[src/rtl/core/sfr_pkg.sv]
// shared constants and register codes for the stream find-and-replace block
package sfr_pkg;

  localparam int BYTE_W          = 8;
  localparam int REG_W           = 64;
  localparam int LEN_W           = 4;
  localparam int MAX_PATTERN_DEF = 8;
  localparam int MAX_RESULTS     = 8;
  localparam int RES_CNT_W       = $clog2(MAX_RESULTS + 1);
  localparam int RES_IDX_W       = $clog2(MAX_RESULTS);
  localparam int CFG_IDX_W       = 2;

  // configuration register indexes
  typedef enum logic [CFG_IDX_W-1:0] {
    REG_PATTERN_BYTES      = 2'd0,
    REG_PATTERN_LENGTH     = 2'd1,
    REG_REPLACEMENT_BYTES  = 2'd2,
    REG_REPLACEMENT_LENGTH = 2'd3
  } cfg_reg_t;

endpackage

[src/rtl/core/sfr_if.sv]
// handshake interfaces for text input, rewritten output and configuration
interface sfr_in_if;
  logic                      valid;
  logic                      ready;
  logic [sfr_pkg::BYTE_W-1:0] text_byte;
  logic                      final_byte;
  modport source (output valid, text_byte, final_byte, input ready);
  modport sink   (input valid, text_byte, final_byte, output ready);
endinterface

interface sfr_out_if;
  logic                      valid;
  logic                      ready;
  logic [sfr_pkg::BYTE_W-1:0] out_byte;
  logic                      out_valid;
  logic                      out_last;
  modport source (output valid, out_byte, out_valid, out_last, input ready);
  modport sink   (input valid, out_byte, out_valid, out_last, output ready);
endinterface

interface sfr_cfg_if;
  logic                         valid;
  logic                         ready;
  logic [sfr_pkg::CFG_IDX_W-1:0] index;
  logic [sfr_pkg::REG_W-1:0]     data;
  modport source (output valid, index, data, input ready);
  modport sink   (input valid, index, data, output ready);
endinterface

[src/rtl/core/stream_find_and_replace_top.sv]
// stream find-and-replace: window compare, result buffer and output register
//
// Usage:
//   text_in carries one text word per handshake (text_byte, final_byte).
//   text_out carries one result word per handshake (out_byte, out_valid,
//   out_last). cfg writes pattern bytes/length and replacement bytes/length
//   by register index; writes are taken whenever rst is low and must only be
//   made while the block is idle. Writing the pattern length drops the window.
//   Each accepted word is compared against the pattern combinationally and its
//   results (0 to 8) land in a result buffer; while text_out does not stall
//   they leave one per cycle from the buffer through an output register.
//   Throughput: one text word per cycle while each word yields at most one
//   result and text_out keeps up; else text_in waits for a word's last result.
//   When text_out stalls, the output register holds its word, the buffer
//   takes the results of one more text word and text_in then waits.
//   Reset (rst, synchronous) empties the window, the buffer and the output
//   register and restores the register defaults (pattern length 1,
//   replacement length 0). A final word with nothing to emit yields one
//   word with out_valid low and out_last high.
module stream_find_and_replace_top #(
  parameter int MAX_PATTERN = sfr_pkg::MAX_PATTERN_DEF
) (
  input  logic      clk,
  input  logic      rst,
  sfr_in_if.sink    text_in,
  sfr_out_if.source text_out,
  sfr_cfg_if.sink   cfg
);
  import sfr_pkg::*;

  localparam int CNT_W = $clog2(MAX_PATTERN + 1);

  // configuration registers
  logic [REG_W-1:0] pattern_bytes;
  logic [LEN_W-1:0] pattern_length;
  logic [REG_W-1:0] replacement_bytes;
  logic [LEN_W-1:0] replacement_length;

  // window
  logic [BYTE_W-1:0] window_store [MAX_PATTERN];
  logic [CNT_W-1:0]  window_count;

  // result buffer
  logic [REG_W-1:0]     pend_bytes;
  logic [RES_CNT_W-1:0] pend_rem;
  logic [RES_IDX_W-1:0] pend_idx;
  logic                 pend_void;
  logic                 pend_last;

  // output register
  logic              out_full;
  logic [BYTE_W-1:0] out_byte_r;
  logic              out_valid_r;
  logic              out_last_r;

  // datapath signals
  logic [CNT_W-1:0]     plen;
  logic [LEN_W-1:0]     rlen;
  logic [CNT_W-1:0]     cnt0;
  logic [CNT_W-1:0]     cnt1;
  logic                 win_full;
  logic                 win_match;
  logic [BYTE_W-1:0]    win_new   [MAX_PATTERN];
  logic [BYTE_W-1:0]    win_shift [MAX_PATTERN];
  logic [REG_W-1:0]     win_packed;
  logic [REG_W-1:0]     pend_bytes_next;
  logic [RES_CNT_W-1:0] pend_rem_next;
  logic                 pend_void_next;
  logic [CNT_W-1:0]     window_count_next;
  logic                 accept;
  logic                 move;

  // effective lengths
  always_comb begin
    if (pattern_length == '0) begin
      plen = CNT_W'(1);
    end else if (pattern_length > LEN_W'(MAX_PATTERN)) begin
      plen = CNT_W'(MAX_PATTERN);
    end else begin
      plen = CNT_W'(pattern_length);
    end
    if (replacement_length > LEN_W'(MAX_RESULTS)) begin
      rlen = LEN_W'(MAX_RESULTS);
    end else begin
      rlen = replacement_length;
    end
  end

  // insert the new word, compare against the pattern, build the result list
  always_comb begin
    cnt0 = (window_count >= plen) ? '0 : window_count;
    cnt1 = cnt0 + CNT_W'(1);
    win_full = (cnt1 == plen);
    win_match = 1'b1;
    win_packed = '0;
    for (int i = 0; i < MAX_PATTERN; i++) begin
      win_new[i] = (CNT_W'(i) == cnt0) ? text_in.text_byte : window_store[i];
    end
    for (int i = 0; i < MAX_PATTERN; i++) begin
      if (CNT_W'(i) < plen && win_new[i] != pattern_bytes[i*BYTE_W +: BYTE_W]) begin
        win_match = 1'b0;
      end
      win_packed[i*BYTE_W +: BYTE_W] = win_new[i];
    end
    for (int i = 0; i < MAX_PATTERN - 1; i++) begin
      win_shift[i] = win_new[i+1];
    end
    win_shift[MAX_PATTERN-1] = win_new[MAX_PATTERN-1];

    pend_void_next = 1'b0;
    if (win_full && win_match) begin
      pend_bytes_next = replacement_bytes;
      pend_rem_next = RES_CNT_W'(rlen);
      window_count_next = '0;
    end else begin
      pend_bytes_next = win_packed;
      if (text_in.final_byte) begin
        pend_rem_next = RES_CNT_W'(cnt1);
      end else begin
        pend_rem_next = win_full ? RES_CNT_W'(1) : '0;
      end
      window_count_next = win_full ? cnt0 : cnt1;
    end
    if (text_in.final_byte) begin
      window_count_next = '0;
      if (pend_rem_next == '0) begin
        pend_rem_next = RES_CNT_W'(1);
        pend_void_next = 1'b1;
      end
    end
  end

  // handshake control
  assign move   = (pend_rem != '0) && (!out_full || text_out.ready);
  assign accept = text_in.valid && text_in.ready;
  assign text_in.ready = !rst &&
                         ((pend_rem == '0) || (pend_rem == RES_CNT_W'(1) && move));
  assign cfg.ready = !rst;

  // configuration registers and window count
  always_ff @(posedge clk) begin
    if (rst) begin
      pattern_bytes      <= '0;
      pattern_length     <= LEN_W'(1);
      replacement_bytes  <= '0;
      replacement_length <= '0;
      window_count       <= '0;
    end else begin
      if (accept) begin
        window_count <= window_count_next;
      end
      if (cfg.valid) begin
        unique case (cfg_reg_t'(cfg.index))
          REG_PATTERN_BYTES: pattern_bytes <= cfg.data;
          REG_PATTERN_LENGTH: begin
            pattern_length <= cfg.data[LEN_W-1:0];
            window_count   <= '0;
          end
          REG_REPLACEMENT_BYTES:  replacement_bytes  <= cfg.data;
          REG_REPLACEMENT_LENGTH: replacement_length <= cfg.data[LEN_W-1:0];
          default: ;
        endcase
      end
    end
  end

  // window bytes
  always_ff @(posedge clk) begin
    if (accept) begin
      for (int i = 0; i < MAX_PATTERN; i++) begin
        window_store[i] <= (win_full && !win_match) ? win_shift[i] : win_new[i];
      end
    end
  end

  // result buffer control
  always_ff @(posedge clk) begin
    if (rst) begin
      pend_rem <= '0;
      pend_idx <= '0;
    end else if (accept) begin
      pend_rem <= pend_rem_next;
      pend_idx <= '0;
    end else if (move) begin
      pend_rem <= pend_rem - RES_CNT_W'(1);
      pend_idx <= pend_idx + RES_IDX_W'(1);
    end
  end

  // result buffer payload
  always_ff @(posedge clk) begin
    if (accept) begin
      pend_bytes <= pend_bytes_next;
      pend_void  <= pend_void_next;
      pend_last  <= text_in.final_byte;
    end
  end

  // output register
  always_ff @(posedge clk) begin
    if (rst) begin
      out_full <= 1'b0;
    end else if (move) begin
      out_full <= 1'b1;
    end else if (text_out.ready) begin
      out_full <= 1'b0;
    end
  end

  always_ff @(posedge clk) begin
    if (move) begin
      out_byte_r  <= pend_bytes[{pend_idx, 3'b000} +: BYTE_W];
      out_valid_r <= !pend_void;
      out_last_r  <= pend_last && (pend_rem == RES_CNT_W'(1));
    end
  end

  assign text_out.valid     = out_full;
  assign text_out.out_byte  = out_byte_r;
  assign text_out.out_valid = out_valid_r;
  assign text_out.out_last  = out_last_r;

  // result buffer never holds more than one word's results
  a_rem_bound: assert property (@(posedge clk) disable iff (rst)
    pend_rem <= RES_CNT_W'(MAX_RESULTS))
    else $error("result buffer count out of range");

  // window never holds a full pattern between words
  a_window_short: assert property (@(posedge clk) disable iff (rst)
    window_count < plen)
    else $error("window count reached pattern length");

  // a final word always leaves at least one result behind
  a_final_emits: assert property (@(posedge clk) disable iff (rst)
    accept && text_in.final_byte |=> pend_rem != '0)
    else $error("final word produced no result");

  // an empty result word only ever closes a text
  a_void_is_last: assert property (@(posedge clk) disable iff (rst)
    out_full && !out_valid_r |-> out_last_r)
    else $error("empty result word without end mark");

  // the window is flushed after a final word
  a_final_flush: assert property (@(posedge clk) disable iff (rst)
    accept && text_in.final_byte && !cfg.valid |=> window_count == '0)
    else $error("window not flushed at end of text");

endmodule
[src/flat_wrapper.sv]
// flat-port wrapper written by rule: the top's interface ports become plain ports
module stream_find_and_replace_top_flat import sfr_pkg::*;
#(
  parameter int MAX_PATTERN = sfr_pkg::MAX_PATTERN_DEF
)
  (clk, rst, text_in_valid, text_in_text_byte, text_in_final_byte, text_in_ready, text_out_valid, text_out_out_byte, text_out_out_valid, text_out_out_last, text_out_ready, cfg_valid, cfg_index, cfg_data, cfg_ready);
  sfr_in_if text_in_i ();
  sfr_out_if text_out_i ();
  sfr_cfg_if cfg_i ();
  input  logic clk;
  input  logic rst;
  input wire logic [$bits(text_in_i.valid)-1:0] text_in_valid;
  input wire logic [$bits(text_in_i.text_byte)-1:0] text_in_text_byte;
  input wire logic [$bits(text_in_i.final_byte)-1:0] text_in_final_byte;
  output wire logic [$bits(text_in_i.ready)-1:0] text_in_ready;
  output wire logic [$bits(text_out_i.valid)-1:0] text_out_valid;
  output wire logic [$bits(text_out_i.out_byte)-1:0] text_out_out_byte;
  output wire logic [$bits(text_out_i.out_valid)-1:0] text_out_out_valid;
  output wire logic [$bits(text_out_i.out_last)-1:0] text_out_out_last;
  input wire logic [$bits(text_out_i.ready)-1:0] text_out_ready;
  input wire logic [$bits(cfg_i.valid)-1:0] cfg_valid;
  input wire logic [$bits(cfg_i.index)-1:0] cfg_index;
  input wire logic [$bits(cfg_i.data)-1:0] cfg_data;
  output wire logic [$bits(cfg_i.ready)-1:0] cfg_ready;
  assign text_in_i.valid = text_in_valid;
  assign text_in_i.text_byte = text_in_text_byte;
  assign text_in_i.final_byte = text_in_final_byte;
  assign text_in_ready = text_in_i.ready;
  assign text_out_valid = text_out_i.valid;
  assign text_out_out_byte = text_out_i.out_byte;
  assign text_out_out_valid = text_out_i.out_valid;
  assign text_out_out_last = text_out_i.out_last;
  assign text_out_i.ready = text_out_ready;
  assign cfg_i.valid = cfg_valid;
  assign cfg_i.index = cfg_index;
  assign cfg_i.data = cfg_data;
  assign cfg_ready = cfg_i.ready;
  stream_find_and_replace_top #(.MAX_PATTERN(MAX_PATTERN)) u_core (.clk(clk), .rst(rst), .text_in(text_in_i), .text_out(text_out_i), .cfg(cfg_i));
endmodule
[config.mk]
export PLATFORM = sky130hd
export DESIGN_NAME = stream_find_and_replace_top_flat
export DESIGN_NICKNAME = d
export VERILOG_FILES = /design/src/rtl/core/sfr_pkg.sv /design/src/rtl/core/sfr_if.sv /design/src/rtl/core/stream_find_and_replace_top.sv /design/src/flat_wrapper.sv
export SDC_FILE = /design/constraint.sdc
export NUM_CORES = 1
export LEC_CHECK = 0
export BUFFER_PORTS_ARGS = -buffer_cell sky130_fd_sc_hd__buf_2
export CAP_MARGIN = 20
export CORE_MARGIN = 3
export CORE_UTILIZATION = 30
export CTS_CLUSTER_SIZE = 16
export DETAILED_ROUTE_END_ITERATION = 8
export PLACE_DENSITY = 0.52
export SLEW_MARGIN = 10
export SYNTH_ARGS = -nofsm -noshare
export SYNTH_HDL_FRONTEND = slang
export SYNTH_SLANG_ARGS = --single-unit
[constraint.sdc]
create_clock -name clk -period 7.5 [get_ports clk]
set_input_delay 1.125 -clock clk [delete_from_list [all_inputs] [get_ports clk]]
set_output_delay 1.125 -clock clk [all_outputs]
set_load 0.02 [all_outputs]
# After elaboration in Yosys (flattened, before gate mapping)
# Memory sizes are Yosys's and may differ from the RTL's.
# Cells that the tools add are included.
# W data, S select, Z words.
# totals
register_bits	224
ram_bits	64
input_bits	80
mem_count	1
# classes
add_sub_neg	3
order_cmp	11
eq_ne	20
n_shift	1
mux	46
n_reduce_logical	34
# mem_list
memory	words	word_bits	rd	rd_ports_with_merged_regs	write_ports	line	text
u_core.window_store	8	8	8	0	8	stream_find_and_replace_top.sv:40	logic [BYTE_W-1:0] window_store [MAX_PATTERN];
# op_table
operator	n
$mux W8	15
$mux W4	16
$mux W64	1
$ne A8 B8 Y1	8
$shiftx A64 B7 Y8	1
$eq A3 B4 Y1 const A	4
$logic_not A4 Y1	4
$lt A3 B4 Y1 const A	4
$logic_and A1 B1 Y1	15
$mux W1	14
$eq A2 B4 Y1 const A	2
$gt A4 B4 Y1 const B	2
$lt A1 B4 Y1 const A	2
$lt A2 B4 Y1 const A	2
$reduce_and A2 Y1	4
$add A4 B1 Y4 const B	1
$eq A1 B4 Y1 const A	1
$eq A2 B2 Y1 const B	2
$eq A4 B1 Y1 const B	1
$eq A4 B4 Y1	1
$ge A4 B4 Y1	1
$logic_not A1 Y1	4
$reduce_bool A2 Y1	2
$reduce_bool A4 Y1	1
6 further kinds	7

# Logic depth before layout (Yosys ltp)
# logic_depth
ltp_word	23
mapped_depth	25
mapped_depth_nobuf	20

# Least setup slack after synthesis
# No wires, ideal clock.
# synth_path
path_type	in2reg
startpoint	in rst
endpoint	reg u_core.pend_rem[0]
setup_ps	125
arrival_ps	6813
t_required_ps	7375
path_slack_ps	562
path_stages	7
path_buffers	2
cell_sequence	clkbuf_1 > nor4_1 > nand2_1 > inv_1 > clkbuf_1 > o21ai_0 > a31oi_1
# synth_via
elab_chain_len	4
elab_cells_between_ends	5
# synth_lines
item	line	text
start: declaration	flat_wrapper.sv:11	input logic rst;
$logic_not A1 Y1 (*)	stream_find_and_replace_top.sv:136	assign text_in.ready = !rst &&
$logic_and A1 B1 Y1 (*)	stream_find_and_replace_top.sv:136	
named net text_in_ready	flat_wrapper.sv:15	output wire logic [$bits(text_in_i.ready)-1:0] text_in_ready;
$logic_and A1 B1 Y1 (*)	stream_find_and_replace_top.sv:135	assign accept = text_in.valid && text_in.ready;
named net u_core.accept	stream_find_and_replace_top.sv:70	logic accept;
$mux W4 / $reduce_bool A2 Y1 (equally long branches)	--	
end signal: assignment	stream_find_and_replace_top.sv:182	pend_rem <= pend_rem_next;
end signal: assignment	stream_find_and_replace_top.sv:185	pend_rem <= pend_rem - RES_CNT_W'(1);
end: declaration	stream_find_and_replace_top.sv:45	logic [RES_CNT_W-1:0] pend_rem;
# Mark *: on every way through the listed nets, which the timed path passes. The rest lies on a longest branch.
# A chain may end at the register's enable or synchronous reset.

==> metrics.csv <==
metric,value,unit
status,"complete, no violations",
synth-edff-count,140,
syn_nets,1685,
vias,11980,
dp.final_hpwl,33350,um
finish.net_count,1722,
cts.path.max_buffers,3,
crit_cells,21,
postRouteAntennaNets,0,
slew_headroom,26.41,%
setup_violations,0,
die-area,51010,um2
use_met2,31.09,%
synthFlopType,dfxtp_1,
cts_tree,done,
synth_area_leader_cell,edfxtp_1,
final_cell_mix,"nand2_1 (359), a21oi_1 (217), dfxtp_1 (148), edfxtp_1 (140), nor2_1 (120)",
p_per_area,283.3,nW/um2
tns,0,ns
busiest_layer,met2,
cts_hold_buf,0,
worstSetupStartpointType,flop,
synthArstFlopShare,0,%
drv_slew,0,
ctsResizeCount,0,
syn-cell-area,14500,um2
path_buf_inv,4,
final_common_cell,nand2_1,
worstSetupPathType,flop to flop,
synth_area_leaders,"edfxtp_1 (29%), dfxtp_1 (20%), nand2_1 (9.3%), a21oi_1 (7.5%), mux2i_1 (3.4%)",
yosysSeqAreaShare,49.43,%
start_util,30.75,%
clk_latency,0.54,ns
dieWidth,225.9,um
clk_pin_slew,0.06,ns
r2r_cells,21,
drive_gt1_share,12.85,%
yosysWarnings,0,
antenna_found_initial,2,
leakage,6.344,nW
finalWirelength,48490,um
rows,79,
n_fill_cell,4806,
worstSetupEndpoint,u_core.window_store[1][15]$_DFFE_PP_,
cpMostUsedCell,nor2_1,
clock_sinks,288,
syn_to_final_growth,14.67,%
seqCellArea,7167,um2
rsz0062_at_grt,false,
cpMaxStageDelayCell,o21ai_0,
yosys.area.top_type_share,28.99,%
grt_use_met3,3.068,%
fin_skew,0.02275,ns
avgSynthCellArea,9.102,um2
grt_remaining_overflow,0,
startpoint,u_core.pattern_length[1]$_SDFFE_PP0P_,
worstPathMaxFanout,42,
path_delay_family,compound AO/OA/AOI/OAI gates,
drv_cap,0,
cp.arrival,6.67,ns
r2r-end,u_core.window_store[1][15]$_DFFE_PP_,
max-vdd-ir-drop,0.0001329,V
num_antenna_cells,0,
syn_inst,1593,
worstPathRequired,7.77,ns
ios,93,
hold_viol_final,0,
dp_slack,1.278,ns
root_buffer,clkbuf_16,
wl_per_cell,21.42,um
cp_slowest_stage_delay,0.77,ns
r2r_slack,1.09,ns
grt_usage,18.64,%
io_buffers,92,
whs,0.4547,ns
drt_iter0_drc,1183,
gp_congestion,0.8885,
cts_buffers,35,
core_area,47150,um2
multi_input_area,6720,um2
finalCriticalPeriod,6.406,ns
crit_path_end_kind,flop,
routed_via_density,5.291,
crit_path_cell_trace,nor2_1 -> nor2_1 -> nor2_1 -> ha_1 -> nor3b_2 -> buf_4 -> o21a_1 -> nand2_1 -> inv_1 -> ha_1 -> clkinv_1 -> o21ai_0 -> a21oi_1 -> nor3_1 -> a31oi_1 -> nor4_2 -> o31ai_1 -> a21oi_4 -> buf_4 -> a211oi_1 -> or2_2,
hold_path_class,flop to flop,
drt_first_pass_iters,5,
drcViolationCount,0,
grt_max_degree,78,
use_met1,24.48,%
dieHeight,225.9,um
grt_pass1_vias,11660,
hold_depth,2,
htreeDepth,2,
reg2reg_from,u_core.pattern_length[1]$_SDFFE_PP0P_,
stdcell_area,16630,um2
post_dp_cell_area,15430,um2
setup_slack,1.094,ns
grt_pass1_wl,72380,um
timing.final.crit_share,85.41,%
postCtsSetupRepairBufs,0,
yosysUniqueCellTypes,74,
worst_pin_slew,1.102,ns
power,4.710,mW
ys_ff_latch,288,
clock.fmax,0.1561,GHz
==> worst min-delay path: stages, from the launching register on <==
cell and delay, ns:
dfxtp_1 0.31, nand2_1 0.05, a21oi_1 0.05
==> kinds of logic after synthesis <==
family	count (synthesis)	share of synthesized area (%)
simple gates	601	17.65
buf+inv	154	4.452
mux	76	6.722
compound gates	395	16.66
xor+xnor	67	4.047
fa+ha+maj	12	1.035
flops	288	49.43
==> flip-flops by register name (all words and copies together), names as in the netlist <==
name and cells:
u_core.pattern_bytes 64, u_core.pend_bytes 64, u_core.replacement_bytes 64, u_core.window_store 64, u_core.text_out.out_byte 8, u_core.pattern_length 4, u_core.pend_rem 4, u_core.replacement_length 4
u_core.window_count 4, u_core.pend_idx 3, u_core.pend_last 1, u_core.pend_void 1, u_core.text_out.out_last 1, u_core.text_out.out_valid 1, u_core.text_out.valid 1
==> layer usage <==
metal / part of all wire (%) / wire length (um) / up-vias
met5: 0.014 / 7 / -
met4: 3.4 / 1665 / 2
met3: 6.4 / 3105 / 93
met2: 47 / 22810 / 429
met1: 43 / 20900 / 5753
li1: - / - / 5702
==> cell type report <==
cell class,instances,area share [%]
flip-flops and latches,288,43.10
inverters,43,0.9858
repair buffers,111,3.717
clock buffers,50,6.231
clock inverters,14,0.9783
multi-input cells,1151,40.42
well taps,607,4.568
==> worst min path at each step <==
stage | slack [ns] | end | from
2_1_floorplan | 0.43 | u_core.replacement_bytes[30]$_SDFFE_PP0P_ | u_core.replacement_bytes[30]$_SDFFE_PP0P_
3_3_place_gp | 0.44 | u_core.replacement_bytes[14]$_SDFFE_PP0P_ | u_core.replacement_bytes[14]$_SDFFE_PP0P_
3_5_place_dp | 0.45 | u_core.replacement_bytes[60]$_SDFFE_PP0P_ | u_core.replacement_bytes[60]$_SDFFE_PP0P_
4_1_cts | 0.46 | u_core.replacement_bytes[60]$_SDFFE_PP0P_ | u_core.replacement_bytes[60]$_SDFFE_PP0P_
5_1_grt | 0.47 | u_core.replacement_bytes[56]$_SDFFE_PP0P_ | u_core.replacement_bytes[56]$_SDFFE_PP0P_
6_report | 0.45 | u_core.replacement_bytes[28]$_SDFFE_PP0P_ | u_core.replacement_bytes[28]$_SDFFE_PP0P_
==> cell usage after synthesis (3+ instances only) <==
cell type / instances
nand2_1: 359
a21oi_1: 217
dfxtp_1: 148
edfxtp_1: 140
nor2_1: 121
clkbuf_1: 73
xor2_1: 50
mux2i_1: 49
inv_1: 42
o211ai_1: 30
o21ai_0: 25
buf_2: 21
o22ai_1: 21
nand3_1: 20
and2_1: 17
xnor2_1: 17
mux4_2: 16
o2111ai_1: 16
a31oi_1: 15
nand2b_1: 15
a211oi_1: 14
ha_1: 12
nor3_1: 12
a22oi_1: 11
buf_1: 10
mux2_2: 10
nor4_1: 8
or2_1: 8
and3_1: 7
nand4_1: 7
nand3b_1: 6
a211o_1: 4
a22o_1: 4
buf_6: 4
o21ai_1: 4
a41oi_1: 3
buf_4: 3
nor2b_1: 3
o221ai_1: 3
or2_2: 3
==> report_power, final <==
part           leakage [nW]  switching [mW]  total, mW  internal [mW]
sequential             2.49           0.117       2.02           1.90
combinational          3.26           0.586      0.919          0.333
clock                 0.590           0.698       1.77           1.07
==> metrics by stage <==
step / cells / utilization (%)
after CTS: 2264 / 35.27
after floorplan: 1593 / -
after detailed placement: 2200 / 32.72
after global routing: 2264 / 35.27
final: 2264 / 35.27
after global placement: 2200 / 32.72
Note: power is estimated with default switching activity, not from simulation.
